[src/rtl/assert_macros.svh]
// ----------------------------------------------------------------------------
// Assertion macros
// Shared concurrent assertion wrappers. Each use expects clk_i, and
// DTSV_ASSERT also rst_ni, in scope of the including module.
// ----------------------------------------------------------------------------
`ifndef ASSERT_MACROS_SVH
`define ASSERT_MACROS_SVH

// Check on every rising edge outside reset
`define DTSV_ASSERT(lbl, prop, msg) \
  lbl: assert property (@(posedge clk_i) disable iff (!rst_ni) prop) else $error(msg);

// Check on every rising edge, reset included
`define DTSV_ASSERT_ALWAYS(lbl, prop, msg) \
  lbl: assert property (@(posedge clk_i) prop) else $error(msg);

`endif

[src/rtl/dtsv_pkg.sv]
// ----------------------------------------------------------------------------
// dtsv_pkg
// Types and constants shared by the date-time string validator modules.
// ----------------------------------------------------------------------------
`timescale 1ns / 1ps

package dtsv_pkg;

  localparam logic [7:0] CH_NUL   = 8'h00;
  localparam logic [7:0] CH_TAB   = 8'h09;
  localparam logic [7:0] CH_CR    = 8'h0D;
  localparam logic [7:0] CH_SPACE = 8'h20;
  localparam logic [7:0] CH_PLUS  = 8'h2B;
  localparam logic [7:0] CH_MINUS = 8'h2D;
  localparam logic [7:0] CH_0     = 8'h30;
  localparam logic [7:0] CH_9     = 8'h39;
  localparam logic [7:0] CH_COLON = 8'h3A;

  localparam logic [13:0] ValMax    = 14'd9999;
  localparam logic [13:0] MonthMax  = 14'd12;
  localparam logic [13:0] HourMax   = 14'd23;
  localparam logic [13:0] MinSecMax = 14'd59;

  typedef enum logic [2:0] {
    ERR_NONE   = 3'd0,
    ERR_YEAR   = 3'd1,
    ERR_MONTH  = 3'd2,
    ERR_DAY    = 3'd3,
    ERR_HOUR   = 3'd4,
    ERR_MINUTE = 3'd5,
    ERR_SECOND = 3'd6,
    ERR_DELIM  = 3'd7
  } dtsv_err_e;

  typedef enum logic [1:0] {
    CMP_FULL   = 2'd0,
    CMP_DATE   = 2'd1,
    CMP_NO_SEC = 2'd2
  } dtsv_cmp_e;

  typedef struct packed {
    logic        valid_res;
    logic [2:0]  error_code;
    logic [1:0]  completeness;
    logic [13:0] year;
    logic [3:0]  month;
    logic [4:0]  day;
    logic [4:0]  hour;
    logic [5:0]  minute;
    logic [5:0]  second;
  } dtsv_result_t;

endpackage

[src/rtl/dtsv_parser.sv]
// ----------------------------------------------------------------------------
// dtsv_parser
// Field state machine: takes one character per step, accumulates decimal
// fields, range checks them and builds the result on the terminating NUL.
// ----------------------------------------------------------------------------
`timescale 1ns / 1ps
`include "assert_macros.svh"

module dtsv_parser (
  input  logic                   clk_i,
  input  logic                   rst_ni,
  input  logic                   step_i,
  input  logic [7:0]             char_i,
  output logic                   emit_o,
  output dtsv_pkg::dtsv_result_t res_o
);

  typedef enum logic [2:0] {
    PH_YEAR   = 3'd0,
    PH_MONTH  = 3'd1,
    PH_DAY    = 3'd2,
    PH_HOUR   = 3'd3,
    PH_MINUTE = 3'd4,
    PH_SECOND = 3'd5
  } phase_e;

  phase_e              phase_q, phase_d;
  logic [13:0]         acc_q, acc_d;
  logic                sat_q, sat_d;
  logic                neg_q, neg_d;
  logic                pre_q, pre_d;
  logic                dseen_q, dseen_d;
  logic                sgn_q, sgn_d;
  dtsv_pkg::dtsv_err_e err_q, err_d;
  logic [13:0]         year_q, year_d;
  logic [3:0]          month_q, month_d;
  logic [4:0]          day_q, day_d;
  logic [4:0]          hour_q, hour_d;
  logic [5:0]          minute_q, minute_d;
  logic                leap_q, leap_d;
  logic [3:0][3:0]     bcd_q, bcd_d;

  logic                is_dig, is_ws, is_sign, is_nul;
  logic [16:0]         acc_ext, acc_next;
  logic                forced, bad, range_err, leap_now, ok_delim, ends;
  logic [13:0]         fld_v;
  logic [4:0]          dim;
  dtsv_pkg::dtsv_err_e range_code, err_n;
  dtsv_pkg::dtsv_cmp_e cmp_n;
  logic [5:0]          sec_n;

  function automatic logic div4(input logic [3:0] tens, input logic [3:0] ones);
    logic [1:0] s;
    s = {tens[0], 1'b0} + ones[1:0];
    return (s == 2'b00);
  endfunction

  assign is_dig  = (char_i >= dtsv_pkg::CH_0) && (char_i <= dtsv_pkg::CH_9);
  assign is_ws   = char_i inside {[dtsv_pkg::CH_TAB:dtsv_pkg::CH_CR], dtsv_pkg::CH_SPACE};
  assign is_sign = (char_i == dtsv_pkg::CH_PLUS) || (char_i == dtsv_pkg::CH_MINUS);
  assign is_nul  = (char_i == dtsv_pkg::CH_NUL);

  assign acc_ext  = 17'(acc_q);
  assign acc_next = (acc_ext << 3) + (acc_ext << 1) + 17'(char_i[3:0]);

  assign forced = pre_q && !dseen_q;
  assign bad    = sat_q || (neg_q && (acc_q != '0));
  assign fld_v  = forced ? '0 : acc_q;

  assign leap_now = ((bcd_q[1] == 4'd0) && (bcd_q[0] == 4'd0)) ?
                    div4(bcd_q[3], bcd_q[2]) : div4(bcd_q[1], bcd_q[0]);

  always_comb begin
    if (month_q inside {4'd4, 4'd6, 4'd9, 4'd11}) begin
      dim = 5'd30;
    end else if (month_q == 4'd2) begin
      dim = leap_q ? 5'd29 : 5'd28;
    end else begin
      dim = 5'd31;
    end
  end

  always_comb begin
    case (phase_q)
      PH_YEAR: begin
        range_err  = bad || (fld_v > dtsv_pkg::ValMax);
        range_code = dtsv_pkg::ERR_YEAR;
      end
      PH_MONTH: begin
        range_err  = bad || (fld_v == '0) || (fld_v > dtsv_pkg::MonthMax);
        range_code = dtsv_pkg::ERR_MONTH;
      end
      PH_DAY: begin
        range_err  = bad || (fld_v == '0) || (fld_v > 14'(dim));
        range_code = dtsv_pkg::ERR_DAY;
      end
      PH_HOUR: begin
        range_err  = bad || (fld_v > dtsv_pkg::HourMax);
        range_code = dtsv_pkg::ERR_HOUR;
      end
      PH_MINUTE: begin
        range_err  = bad || (fld_v > dtsv_pkg::MinSecMax);
        range_code = dtsv_pkg::ERR_MINUTE;
      end
      default: begin
        range_err  = bad || (fld_v > dtsv_pkg::MinSecMax);
        range_code = dtsv_pkg::ERR_SECOND;
      end
    endcase
  end

  always_comb begin
    phase_d  = phase_q;
    acc_d    = acc_q;
    sat_d    = sat_q;
    neg_d    = neg_q;
    pre_d    = pre_q;
    dseen_d  = dseen_q;
    sgn_d    = sgn_q;
    err_d    = err_q;
    year_d   = year_q;
    month_d  = month_q;
    day_d    = day_q;
    hour_d   = hour_q;
    minute_d = minute_q;
    leap_d   = leap_q;
    bcd_d    = bcd_q;
    err_n    = dtsv_pkg::ERR_NONE;
    cmp_n    = dtsv_pkg::CMP_FULL;
    sec_n    = '0;
    ok_delim = 1'b0;
    ends     = 1'b0;
    emit_o   = 1'b0;

    if (!step_i) begin
      emit_o = 1'b0;
    end else if (err_q != dtsv_pkg::ERR_NONE) begin
      if (is_nul) begin
        emit_o = 1'b1;
        err_n  = err_q;
      end
    end else if (is_dig) begin
      if (sat_q || (acc_next > 17'(dtsv_pkg::ValMax))) begin
        sat_d = 1'b1;
        acc_d = dtsv_pkg::ValMax;
      end else begin
        acc_d = acc_next[13:0];
      end
      dseen_d = 1'b1;
      bcd_d   = {bcd_q[2:0], char_i[3:0]};
    end else if (!dseen_q && !sgn_q && is_ws) begin
      pre_d = 1'b1;
    end else if (!dseen_q && !sgn_q && is_sign) begin
      sgn_d = 1'b1;
      pre_d = 1'b1;
      neg_d = (char_i == dtsv_pkg::CH_MINUS);
    end else begin
      if (range_err) begin
        err_n = range_code;
      end else if (forced) begin
        err_n = dtsv_pkg::ERR_DELIM;
      end else begin
        case (phase_q)
          PH_YEAR: begin
            year_d   = fld_v;
            leap_d   = leap_now;
            ok_delim = (char_i == dtsv_pkg::CH_MINUS);
          end
          PH_MONTH: begin
            month_d  = fld_v[3:0];
            ok_delim = (char_i == dtsv_pkg::CH_MINUS);
          end
          PH_DAY: begin
            day_d    = fld_v[4:0];
            ok_delim = (char_i == dtsv_pkg::CH_SPACE) || is_nul;
            ends     = is_nul;
            cmp_n    = dtsv_pkg::CMP_DATE;
          end
          PH_HOUR: begin
            hour_d   = fld_v[4:0];
            ok_delim = (char_i == dtsv_pkg::CH_COLON);
          end
          PH_MINUTE: begin
            minute_d = fld_v[5:0];
            ok_delim = (char_i == dtsv_pkg::CH_COLON) || is_nul;
            ends     = is_nul;
            cmp_n    = dtsv_pkg::CMP_NO_SEC;
          end
          default: begin
            ok_delim = is_nul;
            ends     = is_nul;
            cmp_n    = dtsv_pkg::CMP_FULL;
            sec_n    = fld_v[5:0];
          end
        endcase
        if (!ok_delim) begin
          err_n = dtsv_pkg::ERR_DELIM;
        end
      end

      if (err_n != dtsv_pkg::ERR_NONE) begin
        if (is_nul) begin
          emit_o = 1'b1;
        end else begin
          err_d = err_n;
        end
      end else if (ends) begin
        emit_o = 1'b1;
      end else begin
        case (phase_q)
          PH_YEAR:   phase_d = PH_MONTH;
          PH_MONTH:  phase_d = PH_DAY;
          PH_DAY:    phase_d = PH_HOUR;
          PH_HOUR:   phase_d = PH_MINUTE;
          PH_MINUTE: phase_d = PH_SECOND;
          default:   phase_d = PH_YEAR;
        endcase
        acc_d   = '0;
        sat_d   = 1'b0;
        neg_d   = 1'b0;
        pre_d   = 1'b0;
        dseen_d = 1'b0;
        sgn_d   = 1'b0;
        bcd_d   = '0;
      end
    end

    res_o.valid_res    = (err_n == dtsv_pkg::ERR_NONE);
    res_o.error_code   = err_n;
    res_o.completeness = (err_n == dtsv_pkg::ERR_NONE) ? cmp_n : dtsv_pkg::CMP_FULL;
    res_o.year         = year_d;
    res_o.month        = month_d;
    res_o.day          = day_d;
    res_o.hour         = hour_d;
    res_o.minute       = minute_d;
    res_o.second       = (err_n == dtsv_pkg::ERR_NONE) ? sec_n : '0;

    if (emit_o) begin
      phase_d  = PH_YEAR;
      acc_d    = '0;
      sat_d    = 1'b0;
      neg_d    = 1'b0;
      pre_d    = 1'b0;
      dseen_d  = 1'b0;
      sgn_d    = 1'b0;
      err_d    = dtsv_pkg::ERR_NONE;
      year_d   = '0;
      month_d  = '0;
      day_d    = '0;
      hour_d   = '0;
      minute_d = '0;
      leap_d   = 1'b0;
      bcd_d    = '0;
    end
  end

  always_ff @(posedge clk_i or negedge rst_ni) begin
    if (!rst_ni) begin
      phase_q  <= PH_YEAR;
      acc_q    <= '0;
      sat_q    <= 1'b0;
      neg_q    <= 1'b0;
      pre_q    <= 1'b0;
      dseen_q  <= 1'b0;
      sgn_q    <= 1'b0;
      err_q    <= dtsv_pkg::ERR_NONE;
      year_q   <= '0;
      month_q  <= '0;
      day_q    <= '0;
      hour_q   <= '0;
      minute_q <= '0;
      leap_q   <= 1'b0;
      bcd_q    <= '0;
    end else begin
      phase_q  <= phase_d;
      acc_q    <= acc_d;
      sat_q    <= sat_d;
      neg_q    <= neg_d;
      pre_q    <= pre_d;
      dseen_q  <= dseen_d;
      sgn_q    <= sgn_d;
      err_q    <= err_d;
      year_q   <= year_d;
      month_q  <= month_d;
      day_q    <= day_d;
      hour_q   <= hour_d;
      minute_q <= minute_d;
      leap_q   <= leap_d;
      bcd_q    <= bcd_d;
    end
  end

  `DTSV_ASSERT(a_emit_on_nul, emit_o |-> (char_i == dtsv_pkg::CH_NUL), "result without NUL")
  `DTSV_ASSERT(a_clear_after_emit, emit_o |=> (phase_q == PH_YEAR) && (err_q == dtsv_pkg::ERR_NONE) && (year_q == '0), "state not cleared after result")
  `DTSV_ASSERT(a_acc_capped, acc_q <= dtsv_pkg::ValMax, "accumulator above cap")

endmodule

[src/rtl/dtsv_out_reg.sv]
// ----------------------------------------------------------------------------
// dtsv_out_reg
// Result register: holds one finished transaction until the sink takes it.
// ----------------------------------------------------------------------------
`timescale 1ns / 1ps

module dtsv_out_reg (
  input  logic                   clk_i,
  input  logic                   rst_ni,
  input  logic                   load_i,
  input  dtsv_pkg::dtsv_result_t res_i,
  input  logic                   stall_i,
  output logic                   valid_o,
  output logic                   free_o,
  output dtsv_pkg::dtsv_result_t res_o
);

  logic                   valid_q, valid_d;
  dtsv_pkg::dtsv_result_t res_q;

  assign free_o  = !valid_q || !stall_i;
  assign valid_d = load_i || (valid_q && stall_i);
  assign valid_o = valid_q;
  assign res_o   = res_q;

  always_ff @(posedge clk_i or negedge rst_ni) begin
    if (!rst_ni) begin
      valid_q <= 1'b0;
    end else begin
      valid_q <= valid_d;
    end
  end

  always_ff @(posedge clk_i) begin
    if (load_i) begin
      res_q <= res_i;
    end
  end

endmodule

[src/rtl/datetime_string_validator_unit.sv]
// ----------------------------------------------------------------------------
// datetime_string_validator_unit
// Checks a YYYY-MM-DD HH:mm:ss character stream, in which the time or just the
// seconds may be left off, and reports one result per NUL-terminated string.
//
//   channel | direction | handshake             | payload
//   --------+-----------+-----------------------+--------------------------
//   in      | sink      | in_valid_i/in_stall_o | char_in_i
//   out     | source    | out_valid_o/out_stall_i | valid_res_o .. second_out_o
//
// One character per cycle, sustained unless a NUL waits on a stalled result
// register; the input register and the field state update in the parser set that figure.
// A NUL waits in the input register; its result is loaded into the result register once that register is free.
// Reset clears the parser state and both valid flags.
// Only a NUL waits in the input register while the result register is stalled.
// ----------------------------------------------------------------------------
`timescale 1ns / 1ps
`include "assert_macros.svh"

module datetime_string_validator_unit (
  input  logic        clk_i,
  input  logic        rst_ni,
  input  logic        in_valid_i,
  output logic        in_stall_o,
  input  logic [7:0]  char_in_i,
  output logic        out_valid_o,
  input  logic        out_stall_i,
  output logic        valid_res_o,
  output logic [2:0]  error_code_o,
  output logic [1:0]  completeness_o,
  output logic [13:0] year_out_o,
  output logic [3:0]  month_out_o,
  output logic [4:0]  day_out_o,
  output logic [4:0]  hour_out_o,
  output logic [5:0]  minute_out_o,
  output logic [5:0]  second_out_o
);

  logic                   s1_valid_q, s1_valid_d;
  logic [7:0]             char_q;
  logic                   s1_adv, in_acc, res_free, emit;
  dtsv_pkg::dtsv_result_t res_c, res_q;

  assign s1_adv     = s1_valid_q && ((char_q != dtsv_pkg::CH_NUL) || res_free);
  assign in_stall_o = s1_valid_q && !s1_adv;
  assign in_acc     = in_valid_i && !in_stall_o;
  assign s1_valid_d = in_acc || (s1_valid_q && !s1_adv);

  always_ff @(posedge clk_i or negedge rst_ni) begin
    if (!rst_ni) begin
      s1_valid_q <= 1'b0;
    end else begin
      s1_valid_q <= s1_valid_d;
    end
  end

  always_ff @(posedge clk_i) begin
    if (in_acc) begin
      char_q <= char_in_i;
    end
  end

  dtsv_parser u_parser (
    .clk_i  (clk_i),
    .rst_ni (rst_ni),
    .step_i (s1_adv),
    .char_i (char_q),
    .emit_o (emit),
    .res_o  (res_c)
  );

  dtsv_out_reg u_out_reg (
    .clk_i   (clk_i),
    .rst_ni  (rst_ni),
    .load_i  (emit),
    .res_i   (res_c),
    .stall_i (out_stall_i),
    .valid_o (out_valid_o),
    .free_o  (res_free),
    .res_o   (res_q)
  );

  assign valid_res_o    = res_q.valid_res;
  assign error_code_o   = res_q.error_code;
  assign completeness_o = res_q.completeness;
  assign year_out_o     = res_q.year;
  assign month_out_o    = res_q.month;
  assign day_out_o      = res_q.day;
  assign hour_out_o     = res_q.hour;
  assign minute_out_o   = res_q.minute;
  assign second_out_o   = res_q.second;

  `DTSV_ASSERT(a_char_never_stalls,
    (s1_valid_q && (char_q != dtsv_pkg::CH_NUL)) |-> !in_stall_o,
    "non-NUL transaction stalled")
  `DTSV_ASSERT(a_err_fields_zero,
    (out_valid_o && !valid_res_o) |-> ((completeness_o == 2'd0) && (second_out_o == 6'd0)),
    "error result carries completeness or seconds")
  `DTSV_ASSERT(a_ok_no_code,
    (out_valid_o && valid_res_o) |-> (error_code_o == dtsv_pkg::ERR_NONE),
    "valid result with error code")
  `DTSV_ASSERT_ALWAYS(a_reset_idle,
    !rst_ni |=> (!out_valid_o && !in_stall_o),
    "activity during reset")

endmodule

[config.mk]
export PLATFORM = sky130hd
export DESIGN_NAME = datetime_string_validator_unit
export DESIGN_NICKNAME = d
export VERILOG_FILES = /design/src/rtl/dtsv_pkg.sv /design/src/rtl/dtsv_parser.sv /design/src/rtl/dtsv_out_reg.sv /design/src/rtl/datetime_string_validator_unit.sv
export VERILOG_INCLUDE_DIRS = /design/src /design/src/rtl
export SDC_FILE = /design/constraint.sdc
export NUM_CORES = 1
export LEC_CHECK = 0
export BUFFER_PORTS_ARGS = -buffer_cell sky130_fd_sc_hd__clkbuf_2
export CAP_MARGIN = 10
export CORE_ASPECT_RATIO = 1.4
export CORE_UTILIZATION = 45
export DETAILED_ROUTE_END_ITERATION = 16
export SKIP_LAST_GASP = 1
export SYNTH_ARGS = -nofsm -noshare
export SYNTH_HDL_FRONTEND = slang
export SYNTH_HIERARCHICAL = 1
export SYNTH_SLANG_ARGS = --single-unit
export TNS_END_PERCENT = 30
[constraint.sdc]
create_clock -name clk_i -period 8.5 [get_ports clk_i]
set_clock_uncertainty 0.1 [all_clocks]
set_input_delay 2.125 -clock clk_i [delete_from_list [all_inputs] [get_ports clk_i]]
set_output_delay 2.125 -clock clk_i [all_outputs]
set_load 0.005 [all_outputs]
# After elaboration in Yosys (flattened, before gate mapping)
# Cells that the tools add are included.
[op_classes]
n_bitwise = 2
reduce_logical = 61
n_eq_ne = 31
order_cmp = 10
mux = 164
n_addsub = 4
[op_table]
columns = ["op", "n"]
rows = [
  ["2-to-1 mux 14 bit", 19],
  ["2-to-1 mux 13 bit", 8],
  ["2-to-1 mux 5 bit", 20],
  ["2-to-1 mux 3 bit", 30],
  ["2-to-1 mux 1 bit", 64],
  ["2-to-1 mux 6 bit", 9],
  ["2-to-1 mux 4 bit", 9],
  ["== test 8 x 6 -> 1 bit (second input constant)", 4],
  ["case mux 3 bit (5 select lines)", 2],
  ["AND reduction 7 bit", 3],
  ["inequality test 2 x 1 -> 1 bit (second input constant)", 9],
  ["inequality test 3 x 1 -> 1 bit (second input constant)", 6],
  ["adder 17 x 15 -> 17 bit", 1],
  ["adder 17 x 4 -> 17 bit", 1],
  ["> comparator 17 x 14 -> 1 bit (second input constant)", 1],
  ["logical OR 1 bit", 15],
  ["> comparator 14 bit (second input constant)", 1],
  ["> comparator 14 x 4 -> 1 bit (second input constant)", 1],
  ["> comparator 14 x 5 -> 1 bit", 1],
  ["> comparator 14 x 5 -> 1 bit (second input constant)", 1],
  ["> comparator 14 x 6 -> 1 bit (second input constant)", 1],
  ["logical NOT 14 bit", 1],
  ["nonzero test 14 bit", 1],
  ["OR reduction 13 bit", 1],
  ["other kinds (32)", 63],
]
[totals]
regBits = 127
inputBits = 12

# Longest topological paths before layout
[depth]
word_depth = 30
mapped_depth = 15
mapped_depth_nobuf = 13

# Hierarchy
# Netlist, hierarchy kept.
[modules_own_cells]
columns = ["mod", "cells_each", "area_per_inst_um2", "n_inst", "seq_area_each_um2"]
rows = [
  ["dtsv_parser", 520, 4956.0, 1, 1776.7],
  ["dtsv_out_reg", 49, 1417.6, 1, 1406.3],
  ["datetime_string_validator_unit", 18, 329.1, 1, 265.3],
]

# Worst setup path before layout
# OpenSTA, ideal clock, no wires.
[synth_path]
path_kind = "in2reg"
startpoint = "input port out_stall_i"
endpoint = "register, netlist name u_out_reg/res_o[0]"
arrival_ns = 4.522
n_path_buf = 0
stages = 9
setup_slack_ns = 3.746
setup_ns = 0.132
path_cell_list = "nand2_1 nor2_1 a31oi_1 nand2_1 clkinv_1 nand2_1 nand3_1 nor4_2 and2_1"
[synth_lines]
columns = ["element", "line", "text"]
rows = [
  ["start: declaration", "datetime_string_validator_unit.sv:27", "input logic out_stall_i,"],
]

# Worst setup path in the final report
[layout_path]
startpoint = "input port out_stall_i"
endpoint = "output port in_stall_o"
[layout_between]
elab_chain_len = 6
[layout_rtl]
columns = ["element", "line", "text"]
rows = [
  ["logical NOT 1 bit", "dtsv_out_reg.sv:21", "assign free_o = !valid_q || !stall_i;"],
  ["logical OR 1 bit", "dtsv_out_reg.sv:21", ""],
  ["via res_free", "datetime_string_validator_unit.sv:41", "logic s1_adv, in_acc, res_free, emit;"],
  ["logical OR 1 bit", "datetime_string_validator_unit.sv:44", "assign s1_adv = s1_valid_q && ((char_q != dtsv_pkg::CH_NUL) || res_free);"],
  ["logical AND 1 bit", "datetime_string_validator_unit.sv:44", ""],
  ["logical NOT 1 bit", "n/a", ""],
  ["logical AND 1 bit", "datetime_string_validator_unit.sv:45", "assign in_stall_o = s1_valid_q && !s1_adv;"],
  ["end: declaration", "datetime_string_validator_unit.sv:24", "output logic in_stall_o,"],
]
# The timed path passes the listed nets, and every way through them passes these cells.

==> results.yml <==
placed_design:
  place_inst: 814
  dp_hpwl_um: 10230
  dp_slack_ps: 3482
  gp_congestion: 0.8560
  io_buffers: 59
synthesis:
  synth_seq_cells: 127
  ys.warnings.count: 6
  ys_top_cells_by_area: "dfrtp_1, edfxtp_1, ha_1"
  async_flop_share: 0.5748
  yosys.area.top_type: "dfrtp_1"
  synth-edff-count: 54
  syn_nets: 630
  ys.flop_type: "dfrtp_1"
  yosysTopAreaCellShare: 0.2725
  synth.distinct_cells: 78
  synth_area_um2: 6703
  synth_cells: 587
  ys_seq_area_frac: 0.5145
  avgSynthCellArea_um2: 11.42
detailed_routing:
  routed_wl_um: 14700
  post_drt_wl_per_cell_um: 17.37
  viasPerCell: 5.606
  drtIter0Drc: 205
  drt_pass1_iterations: 4
  ant_nets: 0
  via_count: 4743
  drc: 0
timing:
  finalSetupViolCount: 0
  maxSlewViolCount: 0
  tightest_slew_ps: 1178
  rsz0062_at_grt: "false"
  period_needed_ps: 5020
  hold_viol: 0
  maxSlewHeadroom: 0.2144
  fin_crit_sh: 0.5906
  setup_tns_ps: 0
  fmax_ghz: 0.1992
  setup_ws_ps: 3480
critical_path:
  cp_slowest_cell: "and4_1"
  critical_path.cell_chain: "clkbuf_2 -> nand2_1 -> nor2_1 -> and4_1 -> clkbuf_2"
  crit_fanout: 4
  slowest_delay_ps: 230
  startpoint_type: "input pin"
  crit_arrival_ps: 2790
  crit_top_cell: "clkbuf_2"
  path_class: "input pin to output port"
  end_kind: "output port"
  cp.required_ps: 6280
outcome:
  status: "complete, no violations"
final_layout:
  regArea_um2: 3448
  multi_input_area_um2: 3042
  drive_gt1_frac: 0.2192
  diodes: 0
  finish.utilization: 0.5349
  area_delta_synth_final_pct: 15.79
  layout_common_cells: "dfrtp_1, clkbuf_2, edfxtp_1"
  nFillCells: 1265
  final_common_cell: "dfrtp_1"
  fin_nets: 687
  fin_cells: 846
worst_hold_path:
  min_path_type: "flip-flop to flip-flop"
floorplan:
  die_height_um: 146.4
  core_um2: 14510
  dieWidth_um: 105.1
  ioPinCount: 60
  initial_core_util: 0.4620
  die_area_um2: 15390
  fp-row-count: 52
pwr:
  leakagePower_nw: 3.481
  pwr-share-clk: 0.432
  vdd_drop_max_uv: 132.8
  swShare: 0.2853
  powerDensity_nw_per_um2: 227.0
  power_frac_comb: 0.150
  power.switching_mw: 0.5027
  fin_total_pwr_mw: 1.762
  power.internal_mw: 1.259
  pwr-share-seq: 0.418
cts:
  clockRootBuffer: "clkbuf_16"
  cts_max_level: 4
  ctsResizeCount: 0
  postCtsHoldBufs: 0
  clock_latency_ps: 400
  cts_buffers: 17
  tritoncts: "built"
  clockBufferDepth: 2
  cts.sinks: 127
  postCtsSetupBuffers: 0
  clk_pin_slew_worst_paths_ps: 60
global_routing:
  track_usage: 0.2035
  grt_pass1_wl_um: 24700
  antenna_found_initial: 0
  grt_pass1_vias: 4943
  grt_remaining_overflow: 0
  grt_max_degree: 74
job:
  max_cap_viol_count: 0
==> cells in the mapped netlist, drive strengths merged (15+ instances only) <==
cell / count
dfrtp: 73
edfxtp: 54
nand2: 46
and2: 44
nor2: 39
mux2: 36
ha: 29
o21ai: 25
inv: 19
a21oi: 17
nor3: 15
==> power groups by stage <==
stage          Combinational, mW  Sequential (mW)  Clock [mW]
2_1_floorplan              0.221            0.713           0
3_3_place_gp               0.258            0.747           0
3_5_place_dp               0.264            0.748           0
4_1_cts                    0.265            0.736       0.775
5_1_grt                    0.297            0.741       0.803
6_report                   0.264            0.737       0.761
==> per-layer routing <==
metal	global-route usage	wire, µm	vias up
met3	0.03482	440	25
met2	0.3626	7828	98
met1	0.2368	6110	2320
met5	0	0	-
li1	-	-	2300
met4	0.09507	319	0
==> registers in the layout, summed over array words and instances, names as in the netlist <==
signal and cells:
u_parser/bcd_q 11, u_parser/sat_q 1, s1_valid_q 1, u_parser/pre_q 1, char_q 8, u_parser/err_q 3
u_parser/year_q 14, u_parser/leap_q 1, u_out_reg/res_o 46, u_out_reg/valid_o 1, u_parser/day_q 5, u_parser/dseen_q 1
u_parser/minute_q 6, u_parser/month_q 4, u_parser/neg_q 1, u_parser/acc_q 14, u_parser/phase_q 3, u_parser/sgn_q 1
u_parser/hour_q 5
==> layout make-up <==
| cell class | instances | area share |
|---|---|---|
| Clock inverter | 15 | 0.02563 |
| Multi-Input combinational cell | 414 | 0.3919 |
| Clock buffer | 17 | 0.05481 |
| Timing Repair Buffer | 64 | 0.04320 |
| Sequential cell | 127 | 0.4443 |
| Tap cell | 189 | 0.03047 |
| Inverter | 20 | 0.009673 |
==> through the flow <==
| stage | hold slack, ps | cell area (µm²) |
|---|---|---|
| after floorplan | 357.6 | 6703 |
| after global placement | 384.6 | 7137 |
| after detailed placement | 386.3 | 7137 |
| after CTS | 410.4 | 7761 |
| after global routing | 426.0 | 7761 |
| final | 405.7 | 7761 |
==> logic make-up (layout without fill, tap and decap cells) <==
| kind of cell | count (synthesis) | in the layout | share of synthesized area |
|---|---|---|---|
| compound gates | 123 | 123 | 0.1387 |
| flops | 127 | 127 | 0.5145 |
| xor+xnor | 9 | 9 | 0.01176 |
| fa+ha+maj | 31 | 31 | 0.06011 |
| simple gates | 213 | 213 | 0.1798 |
| buf+inv | 46 | 116 | 0.03173 |
| mux | 38 | 38 | 0.06347 |
==> worst paths after layout <==
kind / startpoint / end / slack [ps] / cells past startpoint
min: u_parser/bcd_q[7]$_DFFE_PN0P_ / u_parser/bcd_q[7]$_DFFE_PN0P_ / 410 / 1
max in group asynchronous: rst_ni / u_parser/minute_q[2]$_DFF_PN0_ / 5900 / 1
max reg2reg: u_parser/acc_q[2]$_DFFE_PN0P_ / u_parser/acc_q[6]$_DFFE_PN0P_ / 3940 / 9
min in group asynchronous: rst_ni / u_parser/day_q[3]$_DFF_PN0_ / 1760 / 1
min reg2reg: u_parser/bcd_q[7]$_DFFE_PN0P_ / u_parser/bcd_q[7]$_DFFE_PN0P_ / 410 / 1
max: out_stall_i / in_stall_o / 3480 / 5
==> worst max-delay path, delay by kind of cell <==
kind,cells,cell delay (ps)
simple gates,3,470
buf+inv,2,200
(Power assumes the default switching activity.)
